### src/idle_gap_message_framer_defines.svh
// Assertion macros for the idle gap message framer.
// Used by the top level only; expects clk and rst_n in scope.
`ifndef IDLE_GAP_MESSAGE_FRAMER_DEFINES_SVH
`define IDLE_GAP_MESSAGE_FRAMER_DEFINES_SVH

`ifndef SYNTHESIS

// cond must hold at every clock edge out of reset
`define IGMF_ASSERT(lbl, cond) \
    lbl: assert property (@(posedge clk) disable iff (!rst_n) (cond)) \
        else $error("igmf assertion failed");

// ante implies cons in the same cycle
`define IGMF_ASSERT_IMPL(lbl, ante, cons) \
    lbl: assert property (@(posedge clk) disable iff (!rst_n) (ante) |-> (cons)) \
        else $error("igmf implication failed");

`else

`define IGMF_ASSERT(lbl, cond)
`define IGMF_ASSERT_IMPL(lbl, ante, cons)

`endif

`endif

### src/igmf_pkg.sv
// Shared constants and types of the idle gap message framer.
// No dependencies; imported by every igmf module except igmf_ram.
package igmf_pkg;

    localparam int BUFFER_SIZE = 64;
    localparam int IDX_W       = $clog2(BUFFER_SIZE);
    localparam int ADDR_W      = IDX_W + 1;          // bank bit + byte index
    localparam int RAM_DEPTH   = 2 ** ADDR_W;
    localparam int LEN_W       = 6;
    localparam int BYTE_W      = 8;
    localparam int TMR_W       = 16;
    localparam int CFG_IDX_W   = 1;
    localparam int QDEPTH      = 2;
    localparam int QPTR_W      = $clog2(QDEPTH);
    localparam int QCNT_W      = $clog2(QDEPTH + 1);

    localparam logic [LEN_W-1:0] FULL_LEN   = LEN_W'(BUFFER_SIZE - 1);
    localparam logic [TMR_W-1:0] GAP_RESET  = 16'd10;
    localparam logic [TMR_W-1:0] HOLD_RESET = 16'd1000;

    typedef enum logic [CFG_IDX_W-1:0] {
        CFG_GAP_TIMEOUT  = 1'b0,
        CFG_HOLD_TIMEOUT = 1'b1
    } cfg_reg_t;

    typedef enum logic [2:0] {
        PH_IDLE = 3'b001,
        PH_RECV = 3'b010,
        PH_HOLD = 3'b100
    } phase_t;

    // one closed message waiting in a bank of the store
    typedef struct packed {
        logic             bank;
        logic [LEN_W-1:0] len;
    } msg_desc_t;

    typedef struct packed {
        logic              en;
        logic [ADDR_W-1:0] addr;
        logic [BYTE_W-1:0] data;
    } ram_wr_t;

    typedef struct packed {
        logic              en;
        logic [ADDR_W-1:0] addr;
    } ram_rd_t;

endpackage

### src/igmf_ram.sv
// Generic simple dual-port RAM, one write and one registered read port.
// No package dependency.
module igmf_ram #(
    parameter int WIDTH = 8,
    parameter int DEPTH = 128
) (
    input  logic                     clk,
    input  logic                     wr_en,
    input  logic [$clog2(DEPTH)-1:0] wr_addr,
    input  logic [WIDTH-1:0]         wr_data,
    input  logic                     rd_en,
    input  logic [$clog2(DEPTH)-1:0] rd_addr,
    output logic [WIDTH-1:0]         rd_data
);

    logic [WIDTH-1:0] mem [DEPTH];

    always_ff @(posedge clk)
    begin
        if (wr_en)
        begin
            mem[wr_addr] <= wr_data;
        end
        if (rd_en)
        begin
            rd_data <= mem[rd_addr];
        end
    end

endmodule

### src/igmf_front.sv
// Front end: config registers, phase machine, gap/hold timers, store writes.
// Depends on igmf_pkg.
module igmf_front (
    input  logic                           clk,
    input  logic                           rst_n,
    input  logic                           cfg_valid,
    input  logic [igmf_pkg::CFG_IDX_W-1:0] cfg_index,
    input  logic [igmf_pkg::TMR_W-1:0]     cfg_data,
    input  logic                           in_valid,
    output logic                           in_stall,
    input  logic                           action,
    input  logic [igmf_pkg::BYTE_W-1:0]    rx_byte,
    input  logic                           frame_error,
    input  logic                           overrun_error,
    input  logic                           parity_error,
    input  logic                           q_full,
    output logic                           q_push,
    output igmf_pkg::msg_desc_t            q_desc,
    output igmf_pkg::ram_wr_t              ram_wr
);
    import igmf_pkg::*;

    logic [TMR_W-1:0] gap_timeout_reg, gap_timeout_next;
    logic [TMR_W-1:0] hold_timeout_reg, hold_timeout_next;
    phase_t           phase_reg, phase_next;
    logic [LEN_W-1:0] byte_count_reg, byte_count_next;
    logic [TMR_W-1:0] gap_counter_reg, gap_counter_next;
    logic [TMR_W-1:0] hold_counter_reg, hold_counter_next;
    logic             bank_reg, bank_next;

    logic             accept;
    logic             err;
    logic             close_req;
    logic             store_req;
    logic [LEN_W-1:0] store_idx;

    assign in_stall = q_full;
    assign accept   = in_valid && !q_full;
    assign err      = frame_error | overrun_error | parity_error;

    always_comb
    begin
        gap_timeout_next  = gap_timeout_reg;
        hold_timeout_next = hold_timeout_reg;
        if (cfg_valid)
        begin
            case (cfg_index)
                CFG_GAP_TIMEOUT:  gap_timeout_next  = cfg_data;
                CFG_HOLD_TIMEOUT: hold_timeout_next = cfg_data;
                default:          ;
            endcase
        end
    end

    always_comb
    begin
        phase_next        = phase_reg;
        byte_count_next   = byte_count_reg;
        gap_counter_next  = gap_counter_reg;
        hold_counter_next = hold_counter_reg;
        bank_next         = bank_reg;
        close_req         = 1'b0;
        store_req         = 1'b0;
        store_idx         = byte_count_reg;

        if (accept)
        begin
            case (phase_reg)
                PH_RECV:
                begin
                    if (!action)
                    begin
                        if (gap_counter_reg <= TMR_W'(1))
                        begin
                            close_req = 1'b1;
                        end
                        else
                        begin
                            gap_counter_next = gap_counter_reg - TMR_W'(1);
                        end
                    end
                    else if (byte_count_reg >= FULL_LEN)
                    begin
                        close_req = 1'b1;   // full store: close, drop char
                    end
                    else if (err)
                    begin
                        byte_count_next  = '0;
                        gap_counter_next = '0;
                        phase_next       = PH_IDLE;
                    end
                    else
                    begin
                        store_req = 1'b1;
                    end
                end
                PH_HOLD:
                begin
                    if (!action)
                    begin
                        if (hold_counter_reg <= TMR_W'(1))
                        begin
                            hold_counter_next = '0;
                            phase_next        = PH_IDLE;
                        end
                        else
                        begin
                            hold_counter_next = hold_counter_reg - TMR_W'(1);
                        end
                    end
                end
                default:
                begin
                    phase_next = PH_IDLE;
                    if (action && !err)
                    begin
                        store_req = 1'b1;
                        store_idx = '0;
                    end
                end
            endcase
        end

        if (store_req)
        begin
            byte_count_next  = store_idx + LEN_W'(1);
            gap_counter_next = gap_timeout_reg;
            phase_next       = PH_RECV;
        end

        if (close_req)
        begin
            byte_count_next   = '0;
            gap_counter_next  = '0;
            hold_counter_next = hold_timeout_reg;
            bank_next         = !bank_reg;
            phase_next        = (hold_timeout_reg == '0) ? PH_IDLE : PH_HOLD;
        end
    end

    assign q_push      = close_req;
    assign q_desc.bank = bank_reg;
    assign q_desc.len  = byte_count_reg;

    assign ram_wr.en   = store_req;
    assign ram_wr.addr = {bank_reg, store_idx[IDX_W-1:0]};
    assign ram_wr.data = rx_byte;

    always_ff @(posedge clk or negedge rst_n)
    begin
        if (!rst_n)
        begin
            gap_timeout_reg  <= GAP_RESET;
            hold_timeout_reg <= HOLD_RESET;
            phase_reg        <= PH_IDLE;
            byte_count_reg   <= '0;
            gap_counter_reg  <= '0;
            hold_counter_reg <= '0;
            bank_reg         <= 1'b0;
        end
        else
        begin
            gap_timeout_reg  <= gap_timeout_next;
            hold_timeout_reg <= hold_timeout_next;
            phase_reg        <= phase_next;
            byte_count_reg   <= byte_count_next;
            gap_counter_reg  <= gap_counter_next;
            hold_counter_reg <= hold_counter_next;
            bank_reg         <= bank_next;
        end
    end

endmodule

### src/igmf_queue.sv
// Two-entry queue of closed-message descriptors between front and back.
// Depends on igmf_pkg.
module igmf_queue (
    input  logic                clk,
    input  logic                rst_n,
    input  logic                push,
    input  igmf_pkg::msg_desc_t push_desc,
    input  logic                pop,
    output logic                full,
    output logic                not_empty,
    output igmf_pkg::msg_desc_t head
);
    import igmf_pkg::*;

    msg_desc_t         ent_reg [QDEPTH];
    logic [QPTR_W-1:0] wr_ptr_reg, wr_ptr_next;
    logic [QPTR_W-1:0] rd_ptr_reg, rd_ptr_next;
    logic [QCNT_W-1:0] count_reg, count_next;

    assign full      = (count_reg == QCNT_W'(QDEPTH));
    assign not_empty = (count_reg != '0);
    assign head      = ent_reg[rd_ptr_reg];

    always_comb
    begin
        wr_ptr_next = push ? wr_ptr_reg + QPTR_W'(1) : wr_ptr_reg;
        rd_ptr_next = pop  ? rd_ptr_reg + QPTR_W'(1) : rd_ptr_reg;
        count_next  = count_reg;
        if (push && !pop)
        begin
            count_next = count_reg + QCNT_W'(1);
        end
        else if (pop && !push)
        begin
            count_next = count_reg - QCNT_W'(1);
        end
    end

    always_ff @(posedge clk)
    begin
        if (push)
        begin
            ent_reg[wr_ptr_reg] <= push_desc;
        end
    end

    always_ff @(posedge clk or negedge rst_n)
    begin
        if (!rst_n)
        begin
            wr_ptr_reg <= '0;
            rd_ptr_reg <= '0;
            count_reg  <= '0;
        end
        else
        begin
            wr_ptr_reg <= wr_ptr_next;
            rd_ptr_reg <= rd_ptr_next;
            count_reg  <= count_next;
        end
    end

endmodule

### src/igmf_back.sv
// Back end: walks a closed message in the store, one byte per read, into
// the output register. Depends on igmf_pkg.
module igmf_back (
    input  logic                        clk,
    input  logic                        rst_n,
    input  logic                        q_not_empty,
    input  igmf_pkg::msg_desc_t         q_head,
    output logic                        q_pop,
    output igmf_pkg::ram_rd_t           ram_rd,
    input  logic [igmf_pkg::BYTE_W-1:0] ram_rd_data,
    output logic                        out_valid,
    input  logic                        out_stall,
    output logic [igmf_pkg::BYTE_W-1:0] msg_byte,
    output logic [igmf_pkg::LEN_W-1:0]  msg_length,
    output logic                        msg_last
);
    import igmf_pkg::*;

    logic [IDX_W-1:0]  idx_reg, idx_next;
    logic              pend_reg, pend_next;
    logic              pend_last_reg, pend_last_next;
    logic [LEN_W-1:0]  pend_len_reg, pend_len_next;
    logic              out_valid_reg, out_valid_next;
    logic [BYTE_W-1:0] byte_reg, byte_next;
    logic [LEN_W-1:0]  len_reg, len_next;
    logic              last_reg, last_next;

    logic issue;
    logic is_last;

    // read only when the output register is free by the time data lands
    assign issue   = q_not_empty && !pend_reg && (!out_valid_reg || !out_stall);
    assign is_last = (LEN_W'(idx_reg) + LEN_W'(1)) == q_head.len;

    assign q_pop       = issue && is_last;
    assign ram_rd.en   = issue;
    assign ram_rd.addr = {q_head.bank, idx_reg};

    always_comb
    begin
        idx_next       = idx_reg;
        pend_next      = issue;
        pend_last_next = pend_last_reg;
        pend_len_next  = pend_len_reg;
        out_valid_next = out_valid_reg;
        byte_next      = byte_reg;
        len_next       = len_reg;
        last_next      = last_reg;

        if (issue)
        begin
            idx_next       = is_last ? '0 : idx_reg + IDX_W'(1);
            pend_last_next = is_last;
            pend_len_next  = q_head.len;
        end

        if (pend_reg)
        begin
            out_valid_next = 1'b1;
            byte_next      = ram_rd_data;
            len_next       = pend_len_reg;
            last_next      = pend_last_reg;
        end
        else if (out_valid_reg && !out_stall)
        begin
            out_valid_next = 1'b0;
        end
    end

    assign out_valid  = out_valid_reg;
    assign msg_byte   = byte_reg;
    assign msg_length = len_reg;
    assign msg_last   = last_reg;

    always_ff @(posedge clk)
    begin
        pend_last_reg <= pend_last_next;
        pend_len_reg  <= pend_len_next;
        byte_reg      <= byte_next;
        len_reg       <= len_next;
        last_reg      <= last_next;
    end

    always_ff @(posedge clk or negedge rst_n)
    begin
        if (!rst_n)
        begin
            idx_reg       <= '0;
            pend_reg      <= 1'b0;
            out_valid_reg <= 1'b0;
        end
        else
        begin
            idx_reg       <= idx_next;
            pend_reg      <= pend_next;
            out_valid_reg <= out_valid_next;
        end
    end

endmodule

### src/idle_gap_message_framer.sv
// Channel  | Dir | Handshake               | Beat
// ---------+-----+-------------------------+----------------------------------------
// input    | in  | in_valid / in_stall     | action, rx_byte, error flags
// output   | out | out_valid / out_stall   | msg_byte, msg_length, msg_last
// config   | in  | cfg_valid / cfg_ready   | cfg_index, cfg_data (16 bit)
//
// Every input beat (tick or character) is handled by the front end as it is accepted.
// A closed message drains byte by byte, and the back end waits for each registered read to
// land before it issues the next; a stalled output register also holds the reads.
// The store holds two banks; input stalls only while two closed messages wait.
// Reset is asynchronous and clears control only; store needs no clearing pass.
// Config writes are always taken (cfg_ready tied high).
`include "idle_gap_message_framer_defines.svh"

module idle_gap_message_framer (
    input  logic                           clk,
    input  logic                           rst_n,
    // config write channel
    input  logic                           cfg_valid,
    output logic                           cfg_ready,
    input  logic [igmf_pkg::CFG_IDX_W-1:0] cfg_index,
    input  logic [igmf_pkg::TMR_W-1:0]     cfg_data,
    // input channel
    input  logic                           in_valid,
    output logic                           in_stall,
    input  logic                           action,
    input  logic [igmf_pkg::BYTE_W-1:0]    rx_byte,
    input  logic                           frame_error,
    input  logic                           overrun_error,
    input  logic                           parity_error,
    // output channel
    output logic                           out_valid,
    input  logic                           out_stall,
    output logic [igmf_pkg::BYTE_W-1:0]    msg_byte,
    output logic [igmf_pkg::LEN_W-1:0]     msg_length,
    output logic                           msg_last
);
    import igmf_pkg::*;

    logic              q_push;
    logic              q_pop;
    logic              q_full;
    logic              q_not_empty;
    msg_desc_t         q_push_desc;
    msg_desc_t         q_head;
    ram_wr_t           ram_wr;
    ram_rd_t           ram_rd;
    logic [BYTE_W-1:0] ram_rd_data;

    assign cfg_ready = 1'b1;

    // front: classifies beats, runs the timers, writes the current bank
    igmf_front u_front (
        .clk           (clk),
        .rst_n         (rst_n),
        .cfg_valid     (cfg_valid),
        .cfg_index     (cfg_index),
        .cfg_data      (cfg_data),
        .in_valid      (in_valid),
        .in_stall      (in_stall),
        .action        (action),
        .rx_byte       (rx_byte),
        .frame_error   (frame_error),
        .overrun_error (overrun_error),
        .parity_error  (parity_error),
        .q_full        (q_full),
        .q_push        (q_push),
        .q_desc        (q_push_desc),
        .ram_wr        (ram_wr)
    );

    // closed messages waiting for the back end; an entry is held until its
    // last byte has been read, so it also marks its bank as busy
    igmf_queue u_queue (
        .clk       (clk),
        .rst_n     (rst_n),
        .push      (q_push),
        .push_desc (q_push_desc),
        .pop       (q_pop),
        .full      (q_full),
        .not_empty (q_not_empty),
        .head      (q_head)
    );

    // message store: two banks of BUFFER_SIZE bytes, bank bit on top
    igmf_ram #(
        .WIDTH (BYTE_W),
        .DEPTH (RAM_DEPTH)
    ) u_store (
        .clk     (clk),
        .wr_en   (ram_wr.en),
        .wr_addr (ram_wr.addr),
        .wr_data (ram_wr.data),
        .rd_en   (ram_rd.en),
        .rd_addr (ram_rd.addr),
        .rd_data (ram_rd_data)
    );

    // back: reads the head message byte by byte into the output register
    igmf_back u_back (
        .clk         (clk),
        .rst_n       (rst_n),
        .q_not_empty (q_not_empty),
        .q_head      (q_head),
        .q_pop       (q_pop),
        .ram_rd      (ram_rd),
        .ram_rd_data (ram_rd_data),
        .out_valid   (out_valid),
        .out_stall   (out_stall),
        .msg_byte    (msg_byte),
        .msg_length  (msg_length),
        .msg_last    (msg_last)
    );

    // a message never closes while both banks are taken
    `IGMF_ASSERT_IMPL(a_push_not_full, q_push, !q_full)
    // front writes and back reads never touch the same bank
    `IGMF_ASSERT_IMPL(a_bank_split, ram_wr.en && ram_rd.en,
                      ram_wr.addr[ADDR_W-1] != ram_rd.addr[ADDR_W-1])
    // a queued message is never empty
    `IGMF_ASSERT_IMPL(a_head_len, q_not_empty, q_head.len != '0)

endmodule

### config.mk
export PLATFORM = sky130hd
export DESIGN_NAME = idle_gap_message_framer
export DESIGN_NICKNAME = d
export VERILOG_FILES = /design/src/igmf_pkg.sv /design/src/igmf_ram.sv /design/src/igmf_front.sv /design/src/igmf_queue.sv /design/src/igmf_back.sv /design/src/idle_gap_message_framer.sv
export VERILOG_INCLUDE_DIRS = /design/src /design/src/src
export SDC_FILE = /design/constraint.sdc
export NUM_CORES = 1
export LEC_CHECK = 0
export BUFFER_PORTS_ARGS = -buffer_cell sky130_fd_sc_hd__buf_2
export CORE_ASPECT_RATIO = 1.1
export CORE_MARGIN = 3
export CORE_UTILIZATION = 60
export DETAILED_ROUTE_END_ITERATION = 6
export PLACE_DENSITY = 0.76
export REMOVE_ABC_BUFFERS = 1
export SYNTH_ARGS = -nofsm -noshare
export SYNTH_HDL_FRONTEND = slang
export SYNTH_HIERARCHICAL = 1
export SYNTH_SLANG_ARGS = --single-unit
### constraint.sdc
create_clock -name clk -period 8.3 [get_ports clk]
set_input_delay 1.66 -clock clk [delete_from_list [all_inputs] [get_ports clk]]
set_output_delay 1.66 -clock clk [all_outputs]
set_load 0.01 [all_outputs]
=== Yosys cells after proc, flatten, opt, wreduce, memory -nomap -nowiden ===
Memories as Yosys holds them, arrays and structs flattened. A register that Yosys moved wholly into a read port is not among the register bits.
Cells that the tools add are included.

* Output and inout port bits: 18
* Memories: 2
* Input port bits: 34
* RAM bits: 1,038
* Register bits after elaboration: 108
* Word-level logic and storage cells: 135

{| class="wikitable"
|+ Memory list
! name !! words !! bits a word !! read ports !! clocked after memory_dff !! wr ports !! RTL line !! RTL
|-
| u_store.mem || 128 || 8 || 1 || 1 || 1 || igmf_ram.sv:16 || <nowiki>logic [WIDTH-1:0] mem [DEPTH];</nowiki>
|-
| u_queue.ent_reg || 2 || 7 || 1 || 0 || 1 || igmf_queue.sv:15 || <nowiki>msg_desc_t ent_reg [QDEPTH];</nowiki>
|}

* Bitwise logic cells: 3
* Equality and inequality tests: 14
* Reduce and logical (&&, ||, !) cells: 34
* $add $sub $neg: 8
* Mux-type cells: 53
* Order comparisons: 3

{| class="wikitable"
|+ Operators by type and width
! operator !! number
|-
| two-way mux 16 bit || 13
|-
| two-way mux 6 bit || 11
|-
| less-or-equal comparator 16 x 1 -> 1 bit, second input constant || 2
|-
| subtractor 16 x 1 -> 16 bit, second input constant || 2
|-
| two-way mux 3 bit || 9
|-
| != test 4 x 2 -> 1 bit, second input constant || 5
|-
| logical NOT 16 bit || 1
|-
| two-way mux 1 bit || 16
|-
| adder 6 x 1 -> 6 bit, second input constant || 2
|-
| != test 4 x 1 -> 1 bit, second input constant || 3
|-
| nonzero test 3 bit || 4
|-
| AND reduction 5 bit || 2
|-
| nonzero test 2 bit || 5
|-
| logical AND 1 bit || 8
|-
| logical NOT 1 bit || 8
|-
| == test 6 bit || 1
|-
| greater-or-equal comparator 6 bit, second input constant || 1
|-
| case mux 3 bit (2 select lines) || 1
|-
| AND reduction 6 bit || 1
|-
| two-way mux 2 bit || 2
|-
| AND reduction 2 bit || 2
|-
| == test 3 x 2 -> 1 bit, second input constant || 1
|-
| == test 3 bit, second input constant || 1
|-
| != test 3 x 1 -> 1 bit, second input constant || 1
|-
| other kinds (11) || 13
|}

=== Logic depth before layout (Yosys ltp) ===
Gate-level depths: netlist (run 1).

* Word-level depth: 10
* Mapped depth: 12
* Mapped depth without buffers: 11

=== Cells and area by module ===
The synthesis (run 1) kept the hierarchy.

{| class="wikitable"
|+ Modules (own cells, without submodules)
! module !! area each (µm²) !! cells an instance !! times used
|-
| igmf_ram || 39,745.6 || 1,635 || 1
|-
| igmf_front || 4,111.4 || 417 || 1
|-
| igmf_back || 1,275.0 || 89 || 1
|-
| igmf_queue || 701.9 || 38 || 1
|-
| idle_gap_message_framer || 11.3 || 2 || 1
|}

=== Worst setup path before layout (run 1) ===
OpenSTA, ideal clock, no wires.

* Path kind: input port to flip-flop
* From: input overrun_error
* To: memory u_store.mem[110][0] (enable)
* Buffers on the path: 4
* Required time: 7.930 ns
* Stages on the path: 11
* Library setup time: 0.370 ns
* Arrival: 4.390 ns
* Path slack: 3.540 ns
* Cells stage by stage: or3_1 -> nor3_1 -> o21ai_0 -> clkinv_1 -> buf_1 -> buf_4 -> clkbuf_1 -> nor2b_1 -> nand3_1 -> clkbuf_1 -> nor2_1

* Word-level cells in the longest chain between the ends: 9

{| class="wikitable"
|+ RTL lines
! item !! RTL line !! RTL
|-
| start, declared || idle_gap_message_framer.sv:29 || <nowiki>input logic overrun_error,</nowiki>
|-
| OR 1 bit * (2 in series) || igmf_front.sv:39 || <nowiki>assign err = frame_error | overrun_error | parity_error;</nowiki>
|-
| two-way mux 1 bit / logical NOT 1 bit (equally long branches) || igmf_front.sv:86, igmf_front.sv:115 ||
|-
| two-way mux 1 bit / logical AND 1 bit (equally long branches) || igmf_front.sv:82, igmf_front.sv:115 ||
|-
| two-way mux 1 bit (on tied branches) || igmf_front.sv:71, igmf_front.sv:115 ||
|-
| case mux 1 bit (2 select lines) * || igmf_front.sv:68 || <nowiki>case (phase_reg)</nowiki>
|-
| two-way mux 1 bit * || igmf_front.sv:66 || <nowiki>if (accept)</nowiki>
|-
| net u_front.store_req || igmf_front.sv:34 || <nowiki>logic store_req;</nowiki>
|-
| two-way mux 1 bit * || igmf_ram.sv:20 || <nowiki>if (wr_en)</nowiki>
|-
| two-way mux 1 bit (not written as such) * || igmf_ram.sv:22 || <nowiki>mem[wr_addr] <= wr_data;</nowiki>
|-
| end, declared || igmf_ram.sv:16 ||
|}

Mark *: on every way through the listed nets, which the timed path passes. The rest lies on a longest branch.

==> results.ini, run 1 <==
[critical_path]
cp_data_arrival_time_ns = 5.40
reg2reg_slack_ns = 3.87
path_max_fanout = 26
cp-start-kind = primary input
crit_chain = buf_2 -> or3_1 -> nor3_1 -> o21ai_0 -> clkinv_1 -> nor2b_1 -> nand3_2 -> nor2_1
max_stage_delay_ns = 0.90
crit_path_top_delay_cell = nor2_1
setup.worst_path.end_class = register
required_ns = 8.59
worstSetupPathType = in2reg

[logic_synthesis]
async_flop_share = 0.07452
avgSynthCellArea_um2 = 21.02
ys_ff_latch = 1154
synth-warning-count = 6
synth_cell_type_count = 77
synthCells = 2181
ys_seq_area_frac = 0.7467
synth_ff_type = edfxtp_1
syn_area_um2 = 45850
synth-edff-count = 1068

[power_and_ir_drop]
p_per_area_nw_per_um2 = 260.3
p_int_w = 0.01003
power_frac_seq = 0.501
ir_worst_vdd_mv = 0.2371
pwr-share-comb = 0.135
p_leak_nw = 15.82
switching_share = 0.2357
p_switching_w = 0.003093
clkPwrFrac = 0.364

[floorplanning]
coreArea_um2 = 75150
die_y_um = 295.9
dieArea_um2 = 79770
io_pins = 52
start_util = 0.6101
row_count = 105
die_x_um = 269.6

[global_route]
grt_max_degree = 130
grt_overflow = 0
antenna_found_initial = 2
grt_usage = 0.2845
grt_pass1_wl_mm = 164.1
grt_pass1_vias = 23150

[placed_design]
portBuffers = 50
gp_congestion = 0.8646
hpwlAfterDp_mm = 65.21
place_inst = 3146

[timing]
worst_slew_pin_slew_ns = 1.240
fin_skew_ns = 0.01963
finalSetupViolCount = 0
hold_ws_ns = 0.4291
hold_viol = 0
fmax_mhz = 195.7
rsz0062_at_grt = no
slew_headroom = 0.1734
drv_slew = 0
layout_min_cycle_time_ns = 5.111
layout_worst_path_cycle_share = 0.6158

[cts]
hold_buffers = 0
cts-root-buf = clkbuf_16
numCtsBuffers = 105
post_cts_buffers = 0
clock_latency_ns = 0.66
clk_pin_slew_ns = 0.06
cts.sinks = 1154
ctsLongestPathBuffers = 3
htreeDepth = 3
cts_tree = yes
ctsResizeCount = 0

[run_status]
outcome = complete, no violations

[cells_and_area]
final_cells = 3339
drive_gt1_frac = 0.2864
regMostFlops = u_store/mem
largest_register_ffs = 1024
nets = 2278
layout-area-overhead-vs-synth_pct = 9.942
layout_common_cells = edfxtp_1, mux4_2, nor2_1
final_common_cell = edfxtp_1

[routing]
drt-initial-drc-count = 2989
vias_per_cell = 6.939
drc = 0
first_pass_iters = 6
drt_wl_total_mm = 111.1
num_vias = 23170
post_drt_wl_per_cell_um = 33.27
route.antenna.remaining_nets = 0

[job]
cap_violations = 0

[worst_hold_path]
hold_class = reg2reg

## power by group through the flow
stage               combinational [W]  clock [W]  sequential, W
finish                        0.00178    0.00477        0.00657
global route                  0.00188    0.00504        0.00659
CTS                           0.00179    0.00483        0.00658
detailed placement            0.00177          0        0.00670
global placement              0.00174          0        0.00669
floorplan                     0.00163          0        0.00690
## area by class of cell
cell class / instances / area (um^2)
repair buffers: 75 / 498.0
clock buffers: 133 / 2793
well taps: 1016 / 1271
inverters: 15 / 56.30
clock inverters: 59 / 584.3
fillers: 4708 / 24740
diodes: 1 / 2.502
flip-flops and latches: 1154 / 34250
multi-input cells: 886 / 10950
## synthesized netlist by cell type, types with 5 or more instances
library cell  count  share of area
a21oi_1          29         0.0032
a22oi_1           7         0.0011
buf_1            19         0.0016
buf_2            22         0.0024
buf_4            26         0.0043
clkbuf_1         55         0.0045
dfrtp_1          77          0.042
dfstp_2           9         0.0052
edfxtp_1       1068           0.70
ha_1              7         0.0019
inv_1            14         0.0011
mux2_2           47          0.012
mux4_2          336           0.17
nand2_1          41         0.0034
nand2b_1          8         0.0011
nand3_1          23         0.0025
nand4_1           9         0.0012
nor2_1          152          0.012
nor2b_1          19         0.0026
nor3_1           36         0.0039
nor4_1           17         0.0023
o21ai_0          28         0.0031
o21ai_1          12         0.0013
or2_2             6        0.00082
or3_1             8         0.0011
or4_1             5        0.00082
xor2_1            9         0.0017
## worst max-delay path, delay by kind of cell
| family | cells | cell delay [ns] |
|---|---|---|
| compound gates | 1 | 0.22 |
| buf+inv | 2 | 0.62 |
| simple gates | 5 | 2.87 |
## final timing paths
kind                                         from                     endpoint  depth (start not counted)
max                                 overrun_error           u_store/mem[70][3]                          8
min reg2reg                u_back/pend_len_reg[2]         u_back/msg_length[2]                          0
max reg2reg                  u_front/phase_reg[1]           u_store/mem[51][2]                          7
max in group asynchronous                   rst_n  u_front/hold_counter_reg[0]                          2
min                        u_back/pend_len_reg[2]         u_back/msg_length[2]                          0
min in group asynchronous                   rst_n              u_back/pend_reg                          1
## per-stage QoR
step / TNS [ns] / instance area, um^2 / total power (W) / utilization / setup WS [ns]
floorplan: -66.23 / 45220 / 0.008531 / - / -4.098
global placement: 0 / 47020 / 0.008434 / 0.6258 / 2.817
detailed placement: 0 / 47020 / 0.008467 / 0.6258 / 2.650
CTS: 0 / 50400 / 0.01320 / 0.6707 / 3.378
global route: 0 / 50400 / 0.01351 / 0.6707 / 3.101
finish: 0 / 50400 / 0.01312 / 0.6707 / 3.189
## metal layers
metal | share of wire | track usage
met5 | 0 | 0
met4 | 0.038 | 0.1047
met3 | 0.095 | 0.04458
met2 | 0.50 | 0.4666
met1 | 0.37 | 0.3985
## logic make-up after synthesis
kind of cell,count (synthesis),share of synthesized area
adder cells (fa/ha/maj),7,0.001910
AO/OA/AOI/OAI,132,0.01981
other,1,0.00008180
flip-flops,1154,0.7467
buffers and inverters,141,0.01493
XOR/XNOR,12,0.002293
multiplexers,384,0.1769
AND/OR/NAND/NOR,350,0.03739
Power figures use the tool's default switching activity.
==> inputs of run 2 (changes only) <==
ABC_AREA = 1   (was default)
clock period = 5.2 ns   (was 8.3 ns; I/O delays follow)
==> results.ini, run 2 <==
[critical_path]
required_ns = 5.50  ; -3.09 ns
max_stage_delay_ns = 0.68  ; -0.22 ns
path_max_fanout = 8  ; -69%
cp_data_arrival_time_ns = 3.93  ; -1.47 ns
worst-path-buf-inv = 3  ; +1
cp-start-kind = register
crit_path_top_delay_cell = nor2_1
r2r_cells = 11  ; +4
crit_family = simple AND/OR/NAND/NOR gates
setup.worst_path.end_class = register
crit_chain = nor2_1 -> inv_1 -> nand2_1 -> nor2_1 -> nand2_1 -> nand2_1 -> inv_1 -> inv_1 -> nor2_1 -> nand3_1 -> nor2_1
crit_top_cell = nor2_1
critical_path_depth = 11  ; +3
worstSetupPathType = reg2reg

[placed_design]
place_inst = 5267  ; +67%
portBuffers = 50  ; unchanged
hpwlAfterDp_mm = 70.20  ; +7.7%
gp_congestion = 0.8885  ; +2.8%

[logic_synthesis]
synth_ff_type = edfxtp_1
synth_largest_area_cell = edfxtp_1
ys_ff_latch = 1154  ; unchanged
synth-edff-count = 1068  ; unchanged
avgSynthCellArea_um2 = 11.07  ; -47%
synth-warning-count = 6  ; unchanged
synth_cell_type_count = 41  ; -47%
async_flop_share = 0.07452  ; unchanged
synth.top_cell.area_share = 0.6587  ; -0.04088
syn_area_um2 = 48690  ; +6.2%
synth_most_common_cell = nand2_1
ys_seq_area_frac = 0.7031  ; -0.04364
synthCells = 4397  ; +100%
ys_top_cells_by_count = nand2_1, edfxtp_1, nand3_1, nor2_1, buf_2
synthTopCellsByArea = edfxtp_1, nand2_1, nand3_1

[cts]
numCtsBuffers = 111  ; +5.7%
ctsResizeCount = 0  ; unchanged
cts.sinks = 1154  ; unchanged
clk_pin_slew_ns = 0.06  ; about the same
cts-root-buf = clkbuf_16
post_cts_buffers = 0  ; unchanged
clock_latency_ns = 0.68  ; +0.02 ns
ctsLongestPathBuffers = 3  ; unchanged
htreeDepth = 3  ; unchanged
hold_buffers = 0  ; unchanged
cts_tree = yes

[floorplanning]
io_pins = 52  ; unchanged
dieArea_um2 = 84610  ; +6.1%
coreArea_um2 = 79590  ; +5.9%
die_x_um = 277.6  ; +3.0%
die_y_um = 304.8  ; +3.0%
start_util = 0.6118  ; +0.001682
row_count = 108  ; +2.9%

[global_route]
busiest_layer = met2
grt_max_degree = 246  ; +89%
met1_usage = 0.3820  ; -0.01647
grt_pass1_wl_mm = 183.8  ; +12%
grt_usage = 0.2834  ; -0.001074
antenna_found_initial = 2  ; unchanged
grt_overflow = 0  ; unchanged
grt_pass1_vias = 31690  ; +37%
gr-usage-met2 = 0.4530  ; -0.01362
grt_use_met3 = 0.05933  ; +0.01474

[routing]
first_pass_iters = 6  ; unchanged
drt_wl_total_mm = 121.2  ; +9.1%
drt-initial-drc-count = 4048  ; +35%
num_vias = 33120  ; +43%
drc = 0  ; unchanged
vias_per_cell = 6.054  ; -13%
route.antenna.remaining_nets = 0  ; unchanged
post_drt_wl_per_cell_um = 22.15  ; -33%

[cells_and_area]
antenna_cells = 0  ; -1
final_common_cell = nand2_1
drive_gt1_frac = 0.06733  ; -0.2191
layout-area-overhead-vs-synth_pct = 8.315
nets = 4376  ; +92%
regMostFlops = u_store/mem
largest_register_ffs = 1024  ; unchanged
final_cells = 5471  ; +64%
layout_common_cells = nand2_1, edfxtp_1, nand3_1

[power_and_ir_drop]
ir_worst_vdd_mv = 0.4831  ; +100%
clkPwrFrac = 0.298  ; -0.066
pwr-share-comb = 0.287  ; +0.152
total_power_w = 0.02620  ; +100%
p_switching_w = 0.009227  ; +200%
p_int_w = 0.01697  ; +69%
p_per_area_nw_per_um2 = 496.8  ; +91%
p_leak_nw = 19.55  ; +24%
switching_share = 0.3522  ; +0.1164
power_frac_seq = 0.415  ; -0.086

[timing]
slew_headroom = 0.2855  ; +0.1121
hold_viol = 0  ; unchanged
fmax_mhz = 275.3
finalSetupViolCount = 0  ; unchanged
layout_worst_path_cycle_share = 0.6985
drv_slew = 0  ; unchanged
rsz0062_at_grt = no
worst_slew_pin_slew_ns = 1.072  ; -0.1682 ns
fin_setup_tns_ns = 0  ; unchanged
layout_min_cycle_time_ns = 3.632
fin_skew_ns = 0.02616  ; +0.006532 ns

[run_status]
outcome = complete, no violations

[worst_hold_path]
holdPathStages = 0  ; unchanged
hold_class = reg2reg

[job]
cap_violations = 0  ; unchanged

## run 2: kinds of logic after synthesis
| kind of cell | after synthesis | share of synthesized area |
|---|---|---|
| buf+inv | 394 | 0.04196 |
| xor+xnor | 15 | 0.002698 |
| simple gates | 2727 | 0.2381 |
| mux | 7 | 0.002159 |
| fa+ha+maj | 7 | 0.001799 |
| other cells | 1 | 0.00007702 |
| compound gates | 92 | 0.01015 |
| flops | 1154 | 0.7031 |
## run 2: layer usage
metal / up-vias / wire (um)
li1: 15060 / -
met1: 15740 / 45190
met2: 1983 / 57330
met3: 337 / 13670
met4: 4 / 4970
met5: - / 28
## run 2: final timing paths
path                       slack (ns)                          to            startpoint
max reg2reg                      1.57          u_store/mem[84][1]  u_queue/count_reg[0]
max in group asynchronous        3.87        u_front/phase_reg[0]                 rst_n
min reg2reg                      0.42          u_back/msg_byte[2]    u_store/rd_data[2]
min in group asynchronous        0.45  u_front/gap_counter_reg[5]                 rst_n
min                              0.42          u_back/msg_byte[2]    u_store/rd_data[2]
max                              1.57          u_store/mem[84][1]  u_queue/count_reg[0]
## run 2: metrics by stage
step / instance area, um^2 / hold WS, ns / util / worst slack (ns)
4_1_cts: 52740 / 0.4225 / 0.6626 / 1.613
5_1_grt: 52740 / 0.4339 / 0.6626 / 1.165
3_3_place_gp: 49180 / 0.4029 / 0.6179 / 1.130
6_report: 52740 / 0.4249 / 0.6626 / 1.568
2_1_floorplan: 47140 / 0.4003 / - / -8.611
3_5_place_dp: 49180 / 0.4070 / 0.6179 / 1.079
## run 2: area by class of cell
cell class	instances	area, um^2
Fill cell	5658	26850
Clock inverter	53	467.9
Timing Repair Buffer	91	705.7
Tap cell	1045	1308
Sequential cell	1154	34250
Inverter	128	506.7
Clock buffer	151	3092
Multi-Input combinational cell	2849	12410
## run 2: power by group through the flow
stage / combinational (W) / sequential [W] / clock, W
floorplan: 0.00448 / 0.0113 / 0
global placement: 0.00714 / 0.0111 / 0
detailed placement: 0.00727 / 0.0111 / 0
CTS: 0.00732 / 0.0109 / 0.00790
global route: 0.00819 / 0.0109 / 0.00829
finish: 0.00751 / 0.0109 / 0.00781
